$ cat src/i2a_pkg.sv
package i2a_pkg;

    localparam int VALUE_W    = 64;
    localparam int POS_W      = 8;
    localparam int CHAR_W     = 8;
    localparam int NUM_BCD    = 20;              // 2^64 fits in 20 decimal digits
    localparam int BCD_W      = 4 * NUM_BCD;
    localparam int BITS_PER_STAGE = 8;
    localparam int NUM_DABBLE = VALUE_W / BITS_PER_STAGE;
    localparam int CNT_W      = 5;               // holds 1..20
    localparam int MAX_DIGITS_DEF = 19;

    localparam logic [CHAR_W-1:0] CHAR_MINUS = 8'd45;
    localparam logic [CHAR_W-1:0] CHAR_ZERO  = 8'd48;
    localparam logic [CHAR_W-1:0] CHAR_NUL   = 8'd0;

    // Eight shift-add-3 steps, most significant input bit first.
    function automatic logic [BCD_W-1:0] dabble8(input logic [BCD_W-1:0] b,
                                                 input logic [BITS_PER_STAGE-1:0] bits);
        logic [BCD_W-1:0] t;
        t = b;
        for (int s = 0; s < BITS_PER_STAGE; s++) begin
            for (int d = 0; d < NUM_BCD; d++) begin
                if (t[d*4 +: 4] >= 4'd5) begin
                    t[d*4 +: 4] = t[d*4 +: 4] + 4'd3;
                end
            end
            t = {t[BCD_W-2:0], bits[BITS_PER_STAGE-1-s]};
        end
        return t;
    endfunction

endpackage

$ cat src/int64_to_decimal_ascii_unit.sv
// Channel | Ports          | Payload
// --------+----------------+-------------------------------------------------
// input   | s_tvalid/ready | s_tdata: value[63:0], start_pos[71:64]
// output  | m_tvalid/ready | m_tdata: position[7:0], character[15:8]; m_tlast
//
// Pipeline: 10 register stages (magnitude, 8 double-dabble stages of 8 bits
// each, digit count) before the first character. One character per cycle
// leaves the output register while m_tready is high, so an item holds the
// output for its sign, digits and terminator; the serializer sets the rate.
// Reset (aresetn low, synchronous) clears all valid bits.
// Stalls on m_tready ripple back through the stage valids; nothing is lost.
module int64_to_decimal_ascii_unit #(
    parameter int MAX_DIGITS = i2a_pkg::MAX_DIGITS_DEF
) (
    input  logic        aclk,
    input  logic        aresetn,
    input  logic        s_tvalid,
    output logic        s_tready,
    input  logic [71:0] s_tdata,   // value[63:0], start_pos[71:64]
    output logic        m_tvalid,
    input  logic        m_tready,
    output logic [15:0] m_tdata,   // position[7:0], character[15:8]
    output logic        m_tlast
);
    import i2a_pkg::*;

    localparam int NS = NUM_DABBLE + 1;   // stage 0 = magnitude

    // pipeline stage registers
    logic [NS-1:0]      v_reg;
    logic [VALUE_W-1:0] mag_reg [NS];
    logic [BCD_W-1:0]   bcd_reg [NS];
    logic               neg_reg [NS];
    logic [POS_W-1:0]   pos_reg [NS];
    logic [NS:0]        rdy;

    // digit count stage
    logic             cv_reg;
    logic [BCD_W-1:0] cbcd_reg;
    logic             cneg_reg;
    logic [POS_W-1:0] cpos_reg;
    logic [CNT_W-1:0] cnt_reg;
    logic [CNT_W-1:0] cnt_next;

    // output serializer
    logic             ov_reg;
    logic             sgn_reg;
    logic             dig_reg;
    logic [CNT_W-1:0] idx_reg;
    logic [POS_W-1:0] opos_reg;
    logic [BCD_W-1:0] obcd_reg;
    logic [CHAR_W-1:0] ch;
    logic             is_last;
    logic             ld_ok;

    assign is_last  = !sgn_reg && !dig_reg;
    assign ld_ok    = !ov_reg || (m_tready && is_last);
    assign s_tready = rdy[0];

    always_comb begin
        rdy[NS] = !cv_reg || ld_ok;
        for (int i = 0; i < NS; i++) begin
            rdy[i] = !v_reg[i] || rdy[i+1];
        end
    end

    // stage 0: magnitude as unsigned, bcd cleared
    always_ff @(posedge aclk) begin
        if (!aresetn) begin
            v_reg[0] <= 1'b0;
        end else if (rdy[0]) begin
            v_reg[0] <= s_tvalid;
        end
        if (rdy[0] && s_tvalid) begin
            neg_reg[0] <= s_tdata[VALUE_W-1];
            mag_reg[0] <= s_tdata[VALUE_W-1] ? (~s_tdata[VALUE_W-1:0] + 64'd1)
                                             : s_tdata[VALUE_W-1:0];
            pos_reg[0] <= s_tdata[VALUE_W +: POS_W];
            bcd_reg[0] <= '0;
        end
    end

    // stages 1..8: 8 binary bits into the BCD word each
    for (genvar g = 1; g < NS; g++) begin : g_dabble
        always_ff @(posedge aclk) begin
            if (!aresetn) begin
                v_reg[g] <= 1'b0;
            end else if (rdy[g]) begin
                v_reg[g] <= v_reg[g-1];
            end
            if (rdy[g] && v_reg[g-1]) begin
                bcd_reg[g] <= dabble8(bcd_reg[g-1],
                                      mag_reg[g-1][VALUE_W-1 -: BITS_PER_STAGE]);
                mag_reg[g] <= {mag_reg[g-1][VALUE_W-BITS_PER_STAGE-1:0],
                               {BITS_PER_STAGE{1'b0}}};
                neg_reg[g] <= neg_reg[g-1];
                pos_reg[g] <= pos_reg[g-1];
            end
        end
    end

    // significant digit count, at least one, capped at MAX_DIGITS
    always_comb begin
        cnt_next = CNT_W'(1);
        for (int d = 1; d < NUM_BCD; d++) begin
            if (bcd_reg[NS-1][d*4 +: 4] != 4'd0) begin
                cnt_next = CNT_W'(d + 1);
            end
        end
        if (cnt_next > CNT_W'(MAX_DIGITS)) begin
            cnt_next = CNT_W'(MAX_DIGITS);
        end
    end

    always_ff @(posedge aclk) begin
        if (!aresetn) begin
            cv_reg <= 1'b0;
        end else if (rdy[NS]) begin
            cv_reg <= v_reg[NS-1];
        end
        if (rdy[NS] && v_reg[NS-1]) begin
            cbcd_reg <= bcd_reg[NS-1];
            cneg_reg <= neg_reg[NS-1];
            cpos_reg <= pos_reg[NS-1];
            cnt_reg  <= cnt_next;
        end
    end

    // serializer: sign if negative, digits high to low, then terminator
    always_ff @(posedge aclk) begin
        if (!aresetn) begin
            ov_reg <= 1'b0;
        end else if (ld_ok) begin
            ov_reg <= cv_reg;
        end
        if (ld_ok && cv_reg) begin
            sgn_reg  <= cneg_reg;
            dig_reg  <= 1'b1;
            idx_reg  <= cnt_reg - CNT_W'(1);
            opos_reg <= cpos_reg;
            obcd_reg <= cbcd_reg;
        end else if (ov_reg && m_tready) begin
            opos_reg <= opos_reg + POS_W'(1);
            if (sgn_reg) begin
                sgn_reg <= 1'b0;
            end else if (dig_reg) begin
                if (idx_reg == '0) begin
                    dig_reg <= 1'b0;
                end else begin
                    idx_reg <= idx_reg - CNT_W'(1);
                end
            end
        end
    end

    always_comb begin
        if (sgn_reg) begin
            ch = CHAR_MINUS;
        end else if (dig_reg) begin
            ch = CHAR_ZERO + {4'd0, obcd_reg[idx_reg*4 +: 4]};
        end else begin
            ch = CHAR_NUL;
        end
    end

    assign m_tvalid = ov_reg;
    assign m_tdata  = {ch, opos_reg};
    assign m_tlast  = is_last;

endmodule

$ cat config.mk
export PLATFORM = sky130hd
export DESIGN_NAME = int64_to_decimal_ascii_unit
export DESIGN_NICKNAME = d
export VERILOG_FILES = /design/src/i2a_pkg.sv /design/src/int64_to_decimal_ascii_unit.sv
export SDC_FILE = /design/constraint.sdc
export NUM_CORES = 2
export LEC_CHECK = 0
export BUFFER_PORTS_ARGS = -buffer_cell sky130_fd_sc_hd__buf_2
export CAP_MARGIN = 20
export CORE_ASPECT_RATIO = 1.2
export CORE_MARGIN = 4
export CORE_UTILIZATION = 40
export CTS_CLUSTER_SIZE = 14
export DETAILED_ROUTE_END_ITERATION = 8
export PLACE_DENSITY = 0.65
export SKIP_CTS_REPAIR_TIMING = 1
export SLEW_MARGIN = 20
export SYNTH_ARGS = -nofsm -noshare
export SYNTH_HDL_FRONTEND = slang
export SYNTH_SLANG_ARGS = --single-unit
$ cat constraint.sdc
create_clock -name aclk -period 21.2 [get_ports aclk]
set_input_delay 2.12 -clock aclk [delete_from_list [all_inputs] [get_ports aclk]]
set_output_delay 2.12 -clock aclk [all_outputs]
set_load 0.01 [all_outputs]
==> impl_metrics.json <==
{
  "status": "complete, no violations",
  "synthTopCellsByArea": "edfxtp_1 26%, ha_1 6.8%, a21oi_1 4.5%, o21ai_0 3.9%, mux2i_1 3.6%",
  "hold_viol": 0,
  "largest_reg_flops": 374,
  "final.setup.tns_ns": 0,
  "cpPeakStageDelay_ns": 0.65,
  "synth_most_common_cell": "nor2_1",
  "cts_tree": "built",
  "cts_sinks": 943,
  "grtUsageTotal": 0.1579,
  "finalCriticalPeriod_ns": 7.494,
  "yosysUniqueCellTypes": 156,
  "drc_errors": 0,
  "worstMarginPinSlew_ns": 1.061,
  "slew_viol_final": 0,
  "max_cap_viol_count": 0,
  "finalSetupViolations": 0,
  "start_util": 0.4028,
  "grt_pass1_wl_um": 385100,
  "die_w_um": 477.9,
  "die_h_um": 571.9,
  "core_area_sq_mm": 0.2632,
  "hold_depth": 0,
  "crit_top_cell": "ha_1",
  "fin_crit_sh": 0.3535,
  "worst_slew_margin_rel": 0.2900,
  "place_ws_ns": 13.77,
  "numPortBuffers": 92,
  "area_growth_pct": 7.544,
  "wl_per_cell_um": 13.94,
  "cp.arrival_ns": 8.01,
  "detail_route.iter0.violations": 5050,
  "cp_max_fo": 12,
  "synthFlopType": "edfxtp_1",
  "ant_nets": 0,
  "clock_path_buffers": 3,
  "worstSetupStartpointType": "flop",
  "ff2ff_path_depth": 39,
  "dr_total_vias": 92440,
  "crit_slowest_cell": "o22ai_1",
  "ys_seq_area_frac": 0.2660,
  "drt-vias-per-instance": 5.700,
  "ctsRootBufferMaster": "clkbuf_16",
  "cts_made_buffers": 113,
  "reg2reg_to": "bcd_reg[0][352]",
  "async_reset_ff_frac": 0,
  "drt_pass1_iterations": 6,
  "avgSynthCellArea_sq_um": 8.409,
  "clock.fmax_mhz": 133.4,
  "drive_gt1_frac": 0.1040,
  "worstSetupPathType": "reg2reg",
  "min_to": "mag_reg[0][180]",
  "fin_ws_ns": 13.71,
  "htree_levels": 3,
  "crit_path_end_kind": "flop",
  "fin_area_sq_mm": 0.1140,
  "rsz0062_at_grt": "no",
  "syn-cell-area_sq_mm": 0.1060,
  "clock_latency_ns": 0.82,
  "io_pins": 95,
  "hold_path.startpoint": "mag_reg[0][108]",
  "yosysTopAreaCellShare": 0.2638,
  "worst_ep_required_time_ns": 21.72,
  "finalNetCount": 13230,
  "grt_pass1_vias": 84180,
  "clk_pin_slew_ns": 0.06,
  "antenna_found_initial": 4,
  "synth.top_cells.by_count": "1001 x nor2_1, 946 x a21oi_1, 931 x edfxtp_1",
  "placed_area_sq_mm": 0.1102,
  "grt_max_degree": 82,
  "r2r-start": "bcd_reg[0][268]",
  "die_area_sq_mm": 0.2733,
  "synth_edf_count": 931,
  "reg2reg_setup_slack_ns": 13.71,
  "yosysTopAreaCell": "edfxtp_1",
  "yosys_warnings": 0,
  "gp_congestion": 0.8213,
  "rows": 206,
  "synth_cells": 12610,
  "skew_ns": 0.09167,
  "yosys_register_bits": 943,
  "holdCritPathClass": "reg2reg",
  "drt_wl_total_um": 226100,
  "hpwl_um": 171100,
  "grt.overflow.total": 0
}
==> cell type report <==
cell class                      count  area (sq um)
Antenna cell                        3         7.507
Fill cell                       25970        149200
Clock inverter                     84         884.6
Inverter                          877          3293
Sequential cell                   943         28200
Multi-Input combinational cell  10510         73480
Timing Repair Buffer              134         775.7
Tap cell                         3536          4424
Clock buffer                      128          2925
==> critical path: cells and delay by family, from the launching register on <==
kind                     cells  cell delay (ns)
AO/OA/AOI/OAI               14             3.25
XOR/XNOR                     1             0.19
adder cells (fa/ha/maj)      8             1.45
buffers and inverters        6             0.45
flip-flops                   1             0.46
multiplexers                 2             0.43
AND/OR/NAND/NOR              8             1.02
==> worst max path at each step <==
stage,from,endpoint,slack (ns),depth (start not counted)
after CTS,bcd_reg[0][268],bcd_reg[0][352],13.74,39
after global placement,bcd_reg[0][268],bcd_reg[0][352],13.65,39
after global routing,bcd_reg[0][356],bcd_reg[0][444],12.94,37
after detailed placement,bcd_reg[0][356],bcd_reg[0][444],13.77,37
final,bcd_reg[0][268],bcd_reg[0][352],13.71,39
after floorplan,m_tready,cbcd_reg[0],11.42,2
==> logic make-up after synthesis <==
kind of cell,Yosys count,share of synthesized area
xor gates and xnor gates,640,0.05968
buffers and inverters,1150,0.04194
and+or+nand+nor,3878,0.1815
AOI/OAI and AO/OA,4699,0.3081
DFF,943,0.2660
adders and majority gates,621,0.07224
other,1,0.00003538
muxes,673,0.07047
==> layer usage <==
layer,GRT usage,up-vias,part of all wire
li1,-,48100,-
met1,0.1914,43010,0.45
met2,0.2989,1077,0.51
met3,0.01426,255,0.025
met4,0.03806,0,0.021
met5,0,-,0
==> metrics by stage <==
step                      hold WS [ns]  instances    util
after floorplan                 0.4003      12610       -
final                           0.3601      16220  0.4332
after global routing            0.3663      16220  0.4332
after detailed placement        0.4045      16000  0.4186
after global placement          0.4001      16000  0.4186
after CTS                       0.3492      16220  0.4331
==> cells in the final DEF, fill, tap and decap left out, types with 109 or more instances in the layout <==
| cell | netlist | layout |
|---|---|---|
| inv_1 | 819 | 818 |
| nor2_1 | 1001 | 1001 |
| mux2_2 | 240 | 240 |
| a21o_1 | 170 | 170 |
| ha_1 | 576 | 576 |
| and2_1 | 152 | 152 |
| nor3b_1 | 111 | 111 |
| a211oi_1 | 219 | 219 |
| nor3_1 | 312 | 312 |
| clkbuf_16 | 0 | 114 |
| or2_2 | 113 | 113 |
| nand3_1 | 291 | 291 |
| a31oi_1 | 214 | 211 |
| xor2_1 | 148 | 148 |
| o211ai_1 | 238 | 238 |
| a21oi_1 | 946 | 946 |
| o22ai_1 | 129 | 129 |
| o21ai_1 | 213 | 214 |
| o21bai_1 | 109 | 109 |
| o21a_1 | 174 | 174 |
| nand2b_1 | 255 | 255 |
| mux2i_1 | 376 | 375 |
| o21ai_0 | 822 | 821 |
| nand2_1 | 930 | 930 |
| or3_1 | 124 | 124 |
| xnor2_1 | 410 | 409 |
| edfxtp_1 | 931 | 931 |
| nor2b_1 | 135 | 131 |
Power is left out: the tool's default activity adds up to more than one toggle a clock period on the data nets, which glitch-free logic cannot reach.
